<file path="src/rtl/branch_predictor_btb_one_two_bit_assert.svh">
// Assertion helpers for the branch predictor.
`ifndef BRANCH_PREDICTOR_BTB_ONE_TWO_BIT_ASSERT_SVH
`define BRANCH_PREDICTOR_BTB_ONE_TWO_BIT_ASSERT_SVH

// Same-cycle implication.
`define BPB_ASSERT_NOW(label, ante, cons, msg) \
  label: assert property (@(posedge clk) disable iff (rst) (ante) |-> (cons)) \
    else $error(msg);

// Next-cycle implication.
`define BPB_ASSERT_NEXT(label, ante, cons, msg) \
  label: assert property (@(posedge clk) disable iff (rst) (ante) |=> (cons)) \
    else $error(msg);

`endif

</file>
<file path="src/rtl/bpbtb_pkg.sv">
`timescale 1ns / 1ps
`default_nettype none

package bpbtb_pkg;

  localparam int unsigned TABLE_ENTRIES_DEF = 64;

  // instruction words are 8-byte aligned for indexing purposes
  localparam int unsigned PC_SHIFT = 3;
  localparam int unsigned PC_WORD_W = 32 - PC_SHIFT;

  localparam logic [1:0] MODE_NONE    = 2'd0;
  localparam logic [1:0] MODE_ONE_BIT = 2'd1;
  localparam logic [1:0] MODE_TWO_BIT = 2'd2;

  localparam logic [1:0] CTR_STRONG_NT = 2'd0;
  localparam logic [1:0] CTR_WEAK_NT   = 2'd1;
  localparam logic [1:0] CTR_WEAK_T    = 2'd2;
  localparam logic [1:0] CTR_STRONG_T  = 2'd3;

  typedef struct packed {
    logic [31:0] branch_pc;
    logic [31:0] branch_target;
    logic        taken_outcome;
  } req_t;

  typedef struct packed {
    logic        predicted_taken;
    logic        entry_hit;
    logic [31:0] predicted_target;
    logic        flush_needed;
  } rsp_t;

  typedef struct packed {
    logic        valid;
    logic [31:0] tag;
    logic [31:0] target;
    logic [1:0]  ctr;
  } entry_t;

endpackage

`default_nettype wire

</file>
<file path="src/rtl/bpbtb_ram.sv">
`timescale 1ns / 1ps
`default_nettype none

module bpbtb_ram #(
  parameter int unsigned WIDTH = 8,
  parameter int unsigned DEPTH = 64
) (
  input  wire logic                     clk,
  input  wire logic                     we,
  input  wire logic [$clog2(DEPTH)-1:0] waddr,
  input  wire logic [WIDTH-1:0]         wdata,
  input  wire logic [$clog2(DEPTH)-1:0] raddr,
  output logic      [WIDTH-1:0]         rdata
);

  logic [WIDTH-1:0] mem [DEPTH];

  always_ff @(posedge clk) begin
    if (we) begin
      mem[waddr] <= wdata;
    end
    rdata <= mem[raddr];
  end

endmodule

`default_nettype wire

</file>
<file path="src/rtl/bpbtb_slot.sv">
`timescale 1ns / 1ps
`default_nettype none

module bpbtb_slot #(
  parameter int unsigned ENTRIES = 64
) (
  input  wire logic                                 clk,
  input  wire logic                                 rst,
  input  wire logic                                 start,
  input  wire logic [bpbtb_pkg::PC_WORD_W-1:0]      pc_word,
  output logic                                      done,
  output logic      [$clog2(ENTRIES)-1:0]           slot
);

  import bpbtb_pkg::*;

  localparam int unsigned SW = $clog2(ENTRIES);

  if ((ENTRIES & (ENTRIES - 1)) == 0) begin : g_pow2

    assign done = start;
    assign slot = pc_word[SW-1:0];

  end else begin : g_rem

    // remainder taken one nibble per cycle, four compare/subtracts each
    localparam int unsigned XW    = 32;
    localparam int unsigned STEPS = XW / 4;
    localparam int unsigned TW    = SW + 4;
    localparam logic [TW-1:0] N1 = TW'(ENTRIES);
    localparam logic [TW-1:0] N2 = TW'(2 * ENTRIES);
    localparam logic [TW-1:0] N4 = TW'(4 * ENTRIES);
    localparam logic [TW-1:0] N8 = TW'(8 * ENTRIES);
    localparam logic [$clog2(STEPS)-1:0] LAST = $clog2(STEPS)'(STEPS - 1);

    logic [XW-1:0]            xs;
    logic [SW-1:0]            rem;
    logic [SW-1:0]            rem_next;
    logic [$clog2(STEPS)-1:0] cnt;
    logic                     running;
    logic                     done_r;

    always_comb begin
      logic [TW-1:0] t0, t1, t2, t3, t4;
      t0 = {rem, xs[XW-1 -: 4]};
      t1 = (t0 >= N8) ? t0 - N8 : t0;
      t2 = (t1 >= N4) ? t1 - N4 : t1;
      t3 = (t2 >= N2) ? t2 - N2 : t2;
      t4 = (t3 >= N1) ? t3 - N1 : t3;
      rem_next = t4[SW-1:0];
    end

    always_ff @(posedge clk) begin
      if (rst) begin
        running <= 1'b0;
        done_r  <= 1'b0;
        cnt     <= '0;
      end else begin
        done_r <= running && (cnt == LAST);
        if (start) begin
          running <= 1'b1;
          cnt     <= '0;
        end else if (running) begin
          cnt <= cnt + 1'b1;
          if (cnt == LAST) begin
            running <= 1'b0;
          end
        end
      end
    end

    always_ff @(posedge clk) begin
      if (start) begin
        xs  <= XW'(pc_word);
        rem <= '0;
      end else if (running) begin
        xs  <= xs << 4;
        rem <= rem_next;
      end
    end

    assign done = done_r;
    assign slot = rem;

  end

endmodule

`default_nettype wire

</file>
<file path="src/rtl/branch_predictor_btb_one_two_bit.sv">
`timescale 1ns / 1ps
`default_nettype none

// Branch target buffer with a selectable one-bit or two-bit direction predictor.
// A transaction is accepted when start is high and busy is low; its result is
// driven on rsp with done high for exactly one cycle and cannot be held off.
// With TABLE_ENTRIES a power of two an item is one synchronous table read, then
// the write-back that also registers the result and raises done. Otherwise the
// slot is found first by a remainder unit, and only then is the table read.
// After reset busy stays high while the table is cleared, one entry a cycle;
// cfg_ready is low while busy or start is high, so the mode only changes
// between transactions.

`include "branch_predictor_btb_one_two_bit_assert.svh"

module branch_predictor_btb_one_two_bit #(
  parameter int unsigned TABLE_ENTRIES = bpbtb_pkg::TABLE_ENTRIES_DEF
) (
  input  wire logic             clk,
  input  wire logic             rst,
  input  wire logic             start,
  output logic                  busy,
  input  wire bpbtb_pkg::req_t  req,
  output logic                  done,
  output bpbtb_pkg::rsp_t       rsp,
  input  wire logic             cfg_valid,
  output logic                  cfg_ready,
  input  wire logic [1:0]       cfg_data
);

  import bpbtb_pkg::*;

  localparam int unsigned SW = $clog2(TABLE_ENTRIES);
  localparam int unsigned EW = $bits(entry_t);
  localparam logic [SW-1:0] CLR_LAST = SW'(TABLE_ENTRIES - 1);

  typedef enum logic [3:0] {
    S_CLEAR  = 4'b0001,
    S_IDLE   = 4'b0010,
    S_INDEX  = 4'b0100,
    S_LOOKUP = 4'b1000
  } state_t;

  state_t        state, state_next;
  logic [1:0]    mode;
  logic [SW-1:0] clr_addr;
  req_t          req_q;
  logic [SW-1:0] slot_q;

  logic          accept;
  logic          slot_done;
  logic [SW-1:0] slot;

  logic          ram_we;
  logic [SW-1:0] ram_waddr;
  logic [EW-1:0] ram_wdata;
  logic [EW-1:0] ram_rdata;

  entry_t        rd_entry;
  entry_t        wr_entry;
  logic          hit;
  logic [1:0]    cur;
  logic [1:0]    ctr_next;
  logic          active;
  logic          pred;
  rsp_t          rsp_next;

  assign accept    = start && !busy;
  assign busy      = (state != S_IDLE);
  assign cfg_ready = !busy && !start;

  bpbtb_slot #(
    .ENTRIES (TABLE_ENTRIES)
  ) u_slot (
    .clk     (clk),
    .rst     (rst),
    .start   (accept),
    .pc_word (req.branch_pc[31:PC_SHIFT]),
    .done    (slot_done),
    .slot    (slot)
  );

  bpbtb_ram #(
    .WIDTH (EW),
    .DEPTH (TABLE_ENTRIES)
  ) u_table (
    .clk   (clk),
    .we    (ram_we),
    .waddr (ram_waddr),
    .wdata (ram_wdata),
    .raddr (slot),
    .rdata (ram_rdata)
  );

  always_comb begin
    rd_entry = entry_t'(ram_rdata);
    hit      = rd_entry.valid && (rd_entry.tag == req_q.branch_pc);
    cur      = hit ? rd_entry.ctr : CTR_STRONG_NT;
    active   = (mode == MODE_ONE_BIT) || (mode == MODE_TWO_BIT);
    pred     = active && cur[1];

    if (mode == MODE_ONE_BIT) begin
      ctr_next = req_q.taken_outcome ? CTR_STRONG_T : CTR_STRONG_NT;
    end else if (req_q.taken_outcome) begin
      ctr_next = (cur == CTR_STRONG_NT) ? CTR_WEAK_NT : CTR_STRONG_T;
    end else begin
      ctr_next = (cur == CTR_STRONG_T) ? CTR_WEAK_T : CTR_STRONG_NT;
    end

    wr_entry.valid  = 1'b1;
    wr_entry.tag    = req_q.branch_pc;
    wr_entry.target = req_q.branch_target;
    wr_entry.ctr    = ctr_next;

    rsp_next.predicted_taken  = pred;
    rsp_next.entry_hit        = hit;
    rsp_next.predicted_target = hit ? rd_entry.target : '0;
    rsp_next.flush_needed     = pred != req_q.taken_outcome;
  end

  always_comb begin
    ram_we    = 1'b0;
    ram_waddr = slot_q;
    ram_wdata = EW'(wr_entry);
    if (state == S_CLEAR) begin
      ram_we    = 1'b1;
      ram_waddr = clr_addr;
      ram_wdata = '0;
    end else if (state == S_LOOKUP) begin
      ram_we = active;
    end
  end

  always_comb begin
    state_next = state;
    unique case (state)
      S_CLEAR: begin
        if (clr_addr == CLR_LAST) state_next = S_IDLE;
      end
      S_IDLE: begin
        if (accept) state_next = slot_done ? S_LOOKUP : S_INDEX;
      end
      S_INDEX: begin
        if (slot_done) state_next = S_LOOKUP;
      end
      S_LOOKUP: begin
        state_next = S_IDLE;
      end
      default: begin
        state_next = S_CLEAR;
      end
    endcase
  end

  always_ff @(posedge clk) begin
    if (rst) begin
      state    <= S_CLEAR;
      clr_addr <= '0;
      mode     <= MODE_NONE;
      done     <= 1'b0;
    end else begin
      state <= state_next;
      done  <= (state == S_LOOKUP);
      if (state == S_CLEAR) begin
        clr_addr <= clr_addr + 1'b1;
      end
      if (cfg_valid && cfg_ready) begin
        mode <= cfg_data;
      end
    end
  end

  always_ff @(posedge clk) begin
    if (accept) begin
      req_q <= req;
    end
    if (slot_done) begin
      slot_q <= slot;
    end
    if (state == S_LOOKUP) begin
      rsp <= rsp_next;
    end
  end

  `BPB_ASSERT_NEXT(a_lookup_done, state == S_LOOKUP, done, "lookup gave no result")
  `BPB_ASSERT_NEXT(a_accept_busy, accept, busy, "busy not raised after a transaction")
  `BPB_ASSERT_NOW(a_idle_no_write, state == S_IDLE, !ram_we, "table written while idle")
  `BPB_ASSERT_NOW(a_miss_clean, done && !rsp.entry_hit,
                  !rsp.predicted_taken && (rsp.predicted_target == '0),
                  "miss reported a prediction")

endmodule

`default_nettype wire

</file>
<file path="config.mk">
export PLATFORM = sky130hd
export DESIGN_NAME = branch_predictor_btb_one_two_bit
export DESIGN_NICKNAME = d
export VERILOG_FILES = /design/src/rtl/bpbtb_pkg.sv /design/src/rtl/bpbtb_ram.sv /design/src/rtl/bpbtb_slot.sv /design/src/rtl/branch_predictor_btb_one_two_bit.sv
export VERILOG_INCLUDE_DIRS = /design/src /design/src/rtl
export SDC_FILE = /design/constraint.sdc
export NUM_CORES = 2
export LEC_CHECK = 0
export BUFFER_PORTS_ARGS = -buffer_cell sky130_fd_sc_hd__clkbuf_2
export CAP_MARGIN = 40
export CORE_ASPECT_RATIO = 2
export CORE_MARGIN = 1
export CORE_UTILIZATION = 55
export DETAILED_ROUTE_END_ITERATION = 10
export PLACE_DENSITY = 0.7
export SETUP_SLACK_MARGIN = 0.3
export SLEW_MARGIN = 20
export SYNTH_ARGS = -nofsm -noshare
export SYNTH_HDL_FRONTEND = slang
export SYNTH_HIERARCHICAL = 1
export SYNTH_MEMORY_MAX_BITS = 65536
export SYNTH_SLANG_ARGS = --single-unit
</file>
<file path="constraint.sdc">
create_clock -name clk -period 8 [get_ports clk]
set_clock_uncertainty 0.1 [all_clocks]
set_input_delay 1.2 -clock clk [delete_from_list [all_inputs] [get_ports clk]]
set_output_delay 1.2 -clock clk [all_outputs]
set_load 0.01 [all_outputs]
</file>
==> Yosys cells after proc, flatten, opt, wreduce, memory -nomap -nowiden <==
Memory sizes are Yosys's and may differ from the RTL's. A register that Yosys moved wholly into a read port is not among the register bits.
Cells that the tools add are included.
{ "op_classes": {"add_sub_neg": 1, "mul": 0, "div": 0, "order_cmp": 0, "eq_ne": 13, "shift": 0, "n_mux": 15, "bitwise": 0, "reduce_logical": 11} }
{ "op_table": {"columns": ["operator", "n"], "rows": [
  ["67-bit 2-to-1 mux", 1],
  ["32-bit equality test", 1],
  ["2-bit 2-to-1 mux", 6],
  ["4-bit one-hot mux with 3 select lines", 1],
  ["4-bit 2-to-1 mux", 2],
  ["6-bit by 1-bit adder with 6-bit output (second input constant)", 1],
  ["6-bit equality test (second input constant)", 1],
  ["6-bit 2-to-1 mux", 1],
  ["1-bit logical AND", 5],
  ["2-bit equality test (second input constant)", 2],
  ["4-bit by 1-bit equality test with 1-bit output (second input constant)", 1],
  ["4-bit by 2-bit equality test with 1-bit output (second input constant)", 1],
  ["4-bit by 3-bit equality test with 1-bit output (second input constant)", 1],
  ["4-bit equality test (second input constant)", 1],
  ["1-bit 2-to-1 mux", 4],
  ["2-bit by 1-bit != test with 1-bit output (second input constant)", 2],
  ["4-bit by 2-bit != test with 1-bit output (second input constant)", 1],
  ["2-bit by 1-bit equality test with 1-bit output (second input constant)", 1],
  ["1-bit logical NOT", 2],
  ["2-bit logical NOT", 1],
  ["2-bit AND reduction", 1],
  ["2-bit OR reduction", 1],
  ["1-bit logical OR", 1],
  ["1-bit != test", 1]
]} }
{ "totals": {"regBits": 119, "latchBits": 0, "ramBits": 4288, "mem_bits_ro": 0, "input_bits": 71, "output_inout_bits": 38, "word_cells": 53, "mem_count": 1} }
{ "mem_list": {"columns": ["name", "words", "word_bits", "rd", "rd_clocked_by_memory_dff", "write_ports", "line", "source"], "rows": [
  ["u_table.mem", 64, 67, 1, 1, 1, "bpbtb_ram.sv:16", "logic [WIDTH-1:0] mem [DEPTH];"]
]} }

==> Longest topological paths before layout <==
{ "logic_depth": {"depth_word": 8, "depth_mapped": 11, "mapped_depth_nobuf": 8} }

==> Hierarchy <==
The synthesis kept the hierarchy.
{ "by_module_without_submodules": {"columns": ["module", "n_inst", "cells_per_inst", "area_per_inst_um2", "seq_area_each_um2"], "rows": [
  ["bpbtb_ram", 1, 7102, 163947.2, 130104.8],
  ["branch_predictor_btb_one_two_bit", 1, 362, 4943.5, 3443.3],
  ["bpbtb_slot", 1, 7, 52.6, 0.0]
]} }

==> Worst setup path after synthesis <==
Ideal clock, no wire load.
{ "synth_path": {"path_kind": "register to register", "startpoint": "reg state[1]", "endpoint": "mem u_table/mem[48][0] (netlist name) (enable)", "setup_time_ps": 574, "arrival_time_ps": 7343, "t_required_ps": 7326, "setup_slack_ps": -17, "path_stages_with_launch": 11, "n_path_buf": 2, "synth_period_minus_slack_ps": 8017, "path_cell_list": "dfxtp_1 nand2b_1 nor3_2 clkbuf_1 clkinv_1 nand2_1 nand2_1 clkbuf_1 nor2b_1 nand4b_1 nor3_1"} }
{ "synth_between": {"elab_cells_between_ends": 7, "classes_between": "2 x eq/ne; 5 x mux"} }
{ "synth_lines": {"columns": ["element", "line", "source"], "rows": [
  ["start: declaration", "branch_predictor_btb_one_two_bit.sv:44", "state_t state, state_next;"],
  ["start signal: assignment", "branch_predictor_btb_one_two_bit.sv:162", "state <= state_next;"],
  ["4-bit by 1-bit equality test with 1-bit output", "branch_predictor_btb_one_two_bit.sv:125", "if (state == S_CLEAR) begin"],
  ["6-bit 2-to-1 mux", "branch_predictor_btb_one_two_bit.sv:125", null],
  ["net ram_waddr[3]", "branch_predictor_btb_one_two_bit.sv:55", "logic [SW-1:0] ram_waddr;"],
  ["end: declaration", "bpbtb_ram.sv:16", null]
]} }
The timed path passes the listed nets, and every way through them passes these cells.

==> Worst setup path in the final report <==
{ "layout_path": {"startpoint": "reg state[2]", "endpoint": "mem u_table/mem[62][40] (netlist name) (enable)"} }
{ "layout_between": {"elab_chain_len": 5, "elab_cells_between_ends": 7, "classes_between": "2 x eq/ne; 5 x mux"} }
{ "layout_lines": {"columns": ["element", "line", "source"], "rows": [
  ["4-bit equality test", "branch_predictor_btb_one_two_bit.sv:129", "end else if (state == S_LOOKUP) begin"],
  ["1-bit 2-to-1 mux", "branch_predictor_btb_one_two_bit.sv:129", null],
  ["1-bit 2-to-1 mux *", "branch_predictor_btb_one_two_bit.sv:125", null],
  ["net ram_we", "branch_predictor_btb_one_two_bit.sv:54", "logic ram_we;"],
  ["1-bit 2-to-1 mux *", "bpbtb_ram.sv:19", "if (we) begin"],
  ["1-bit 2-to-1 mux (not written as such) *", "bpbtb_ram.sv:20", "mem[waddr] <= wdata;"]
]} }
Mark *: on every way through the listed nets, which the timed path passes. The rest lies on a longest branch.

==> impl_results.md <==
* Post-Synth Simple-Gate Area at 0.0260
* HPWL after detailed placement at about 270000 um
* Final Hold Violating Endpoints at 0
* Area growth syn-to-layout at 12.7%
* TritonRoute pass-1 iters at 8
* Number of flops mapped to enable cells by yosys at 4394
* Setup TNS at 0 ps
* Mapped cell area at around 0.17 sq mm
* Die ar. at 0.310 sq mm
* Mapped Cells at between 7000 and 8000
* Iteration-0 DRC Markers at 11700
* Die height at approximately 800 um
* Post-CTS Setup Repair Bufs at 0
* Fin crit period at approximately 5000 ps
* CTS Hold Buffers Added at 0
* Total global routing overflow at 0
* Post-synth net total at 7544
* Starting Density at 0.553
* Largest family of logic cells by synthesized area: multiplexers
* Yosys top cell by area: edfxtp_1
* Slew margin rel. at 0.309
* Worst endpoint required time at roughly 8500 ps
* Library cells used by synthesis at 50
* Routed Antenna Nets at 0
* Cell Area, Placed at roughly 0.18 sq mm
* Final Setup Violations at 0
* Final WS setup at roughly 3100 ps
* Final Cycle Share at 0.607
* Largest net degree at the start of global routing at around 110
* Crit path buf inv count at 1
* Crit path DAT at between 5000 and 6000 ps
* Initial antenna violation count at 23
* Place WS at 3020 ps
* F_max at a little over 200 MHz
* Synth top cells by count: edfxtp_1, mux4_2, nand2_1, nand3_1, clkbuf_1
* Avg Synthesized Cell Area at around 23 sq um
* Crit-path max FO at 27
* Share of synthesized registers carrying an async set or reset at 0
* Clock Tree Buf Depth at 4
* # IOs at 109
* # rows at approximately 290
* Count leader, synth: edfxtp_1
* Placeable Area at about 0.3 sq mm
* Routed len/inst at 39.4 um
* Ranking of synthesized cells by area: edfxtp_1, mux4_2, dfxtp_1, mux2i_1, a22oi_1
* Power per cell area at 249 mW/mm^2
* Clk sinks at 4474
* Post-Synth Adder-Cell Area at 0.000148
* Worst path cell trace: or4b_2, o21ai_0, nor2b_1, nand3_1, nor2_4, buf_4
* P_leak at between 50 and 60 nW
* Number of max-cap violations at 0
* Top-area cell type share of the netlist area at 0.781
* Design Area, Final at between 0.15 and 0.2 sq mm
* Fin. max-slew vios at 0
* Largest stage delay on the critical path at 900 ps
* Largest delay share family, worst path: simple AND/OR/NAND/NOR gates
* CTS tree: yes
* Total routed wirelength at between 400000 and 500000 um
* Post-synthesis mux area share at 0.152
* GRT Total Usage at 0.312
* DRC viols at 0
* Compound-gate portion of the synthesized area at 0.0174
* H-tree depth at 5
* # port buffers at roughly 110
* Design Power at 0.0474 W
* Worst Tran Pin Value at ~1000 ps
* Inserted Clock Buffers at 375
* Vias at roughly 84000
* Ys Warns at 6
* Final nets at ~7900
* CTS root buffer: clkbuf_16
* Seq/Total Area, Yosys at 0.790
* VDD IR max at around 240 uV
* Nature of the critical path endpoint: register
* Gpl congestion at 0.869
* Vias in the first global route at 85700
* Clock insertion delay at the later pin of the skew report at ~970 ps
* Reg clk slew, reported paths at about 60 ps
* Worst path slowest cell: nor2_4
* Xor/xnor share of the synthesized area at 0.00166
* Worst Hold Class: in2reg
* RSZ-0062 raised after global routing: false
* Global-route wire length before repair at ~670000 um
* CP Class: reg2reg
* Share of layout cells above drive strength 1 at 0.275
* Synth Flop Type: edfxtp_1
* Worst R2R Setup Slack at about 3100 ps
* Outcome: finished clean
* Critical Path Start Type: register
* Drt via density at between 6 and 7
* Seq cells post-synth at about 4500
* Die X at slightly below 400 um
* Resize count post-CTS at 0
[kinds of logic (layout without fill, tap and decap cells)]
logic type,after synthesis,after routing
XOR/XNOR,32,32
flip-flops,4474,4474
AND/OR/NAND/NOR,876,876
buffers and inverters,455,1148
adder cells (fa/ha/maj),2,2
other,0,24
multiplexers,1218,1218
AO/OA/AOI/OAI,414,414
[layout by cell type (no fill, tap or decap), drive strengths merged, types with 26 or more instances in the layout]
master | Yosys | final
o221ai | 37 | 37
nand2 | 222 | 222
mux4 | 1072 | 1072
clkinv | 1 | 122
and2 | 34 | 34
buf | 249 | 329
dfxtp | 80 | 80
o21ai | 56 | 56
nor2 | 132 | 132
or2 | 30 | 30
nand3 | 192 | 192
clkbuf | 175 | 577
edfxtp | 4394 | 4394
bufinv | 0 | 51
or3 | 32 | 32
clkinvlp | 0 | 26
inv | 30 | 43
a22oi | 134 | 134
a41oi | 28 | 28
nor2b | 90 | 90
mux2i | 145 | 145
nand4 | 92 | 92
o22ai | 88 | 88
[final cells by class]
class                      count  area (sq um)
sequential                  4474        134000
fill                       20000        115000
multi-input combinational   2542         34300
clock buffer                 472         10100
tap                         4046          5060
timing repair buffer         434          4620
clock inverter               211          2540
inverter                      31           116
antenna                       24          60.1
[flip-flops by register name (all words and copies together), names as in the netlist]
register and count:
clr_addr 6, mode 2, slot_q 6, req_q 65
done 1, rsp 35, u_table/rdata 67, state 4
u_table/mem 4288
[worst register-to-register path, delay by kind of cell (launching register included)]
family / cells / cell delay (ps)
AO/OA/AOI/OAI: 1 / 630
flip-flops: 1 / 390
AND/OR/NAND/NOR: 4 / 2640
buffers and inverters: 1 / 650
[final timing paths]
| check | startpoint | to | depth (start not counted) |
|---|---|---|---|
| setup / recovery | state[2]$_SDFFE_PP0P_ | u_table/mem[62][40]$_DFFE_PP_ | 6 |
| hold / removal | req[32] | req_q[32]$_DFFE_PP_ | 1 |
| setup reg to reg | state[2]$_SDFFE_PP0P_ | u_table/mem[62][40]$_DFFE_PP_ | 6 |
| hold reg to reg | clr_addr[1]$_SDFFE_PP0P_ | clr_addr[1]$_SDFFE_PP0P_ | 2 |
[stage by stage]
step           std cells  hold slack [ps]   util
3_3_place_gp       11500              390  0.576
2_1_floorplan       7471              336      -
3_5_place_dp       11500              402  0.581
5_1_grt            12200              299  0.623
4_1_cts            12200              260  0.622
6_report           12200              302  0.623
[routing by layer]
layer  GRT usage  up-vias  part of all wire
met5           0        -           0.00013
met4       0.189       10             0.072
met3      0.0571     1369             0.097
met2       0.534     5714              0.51
met1       0.368    44800              0.32
li1            -    32300                 -
[power breakdown]
group	leakage [nW]	internal, W	switching (W)
Clock	6.09	0.0106	0.00844
Sequential	36.6	0.0259	0.000151
Combinational	12.4	0.000776	0.00149
(Power assumes the default switching activity.)
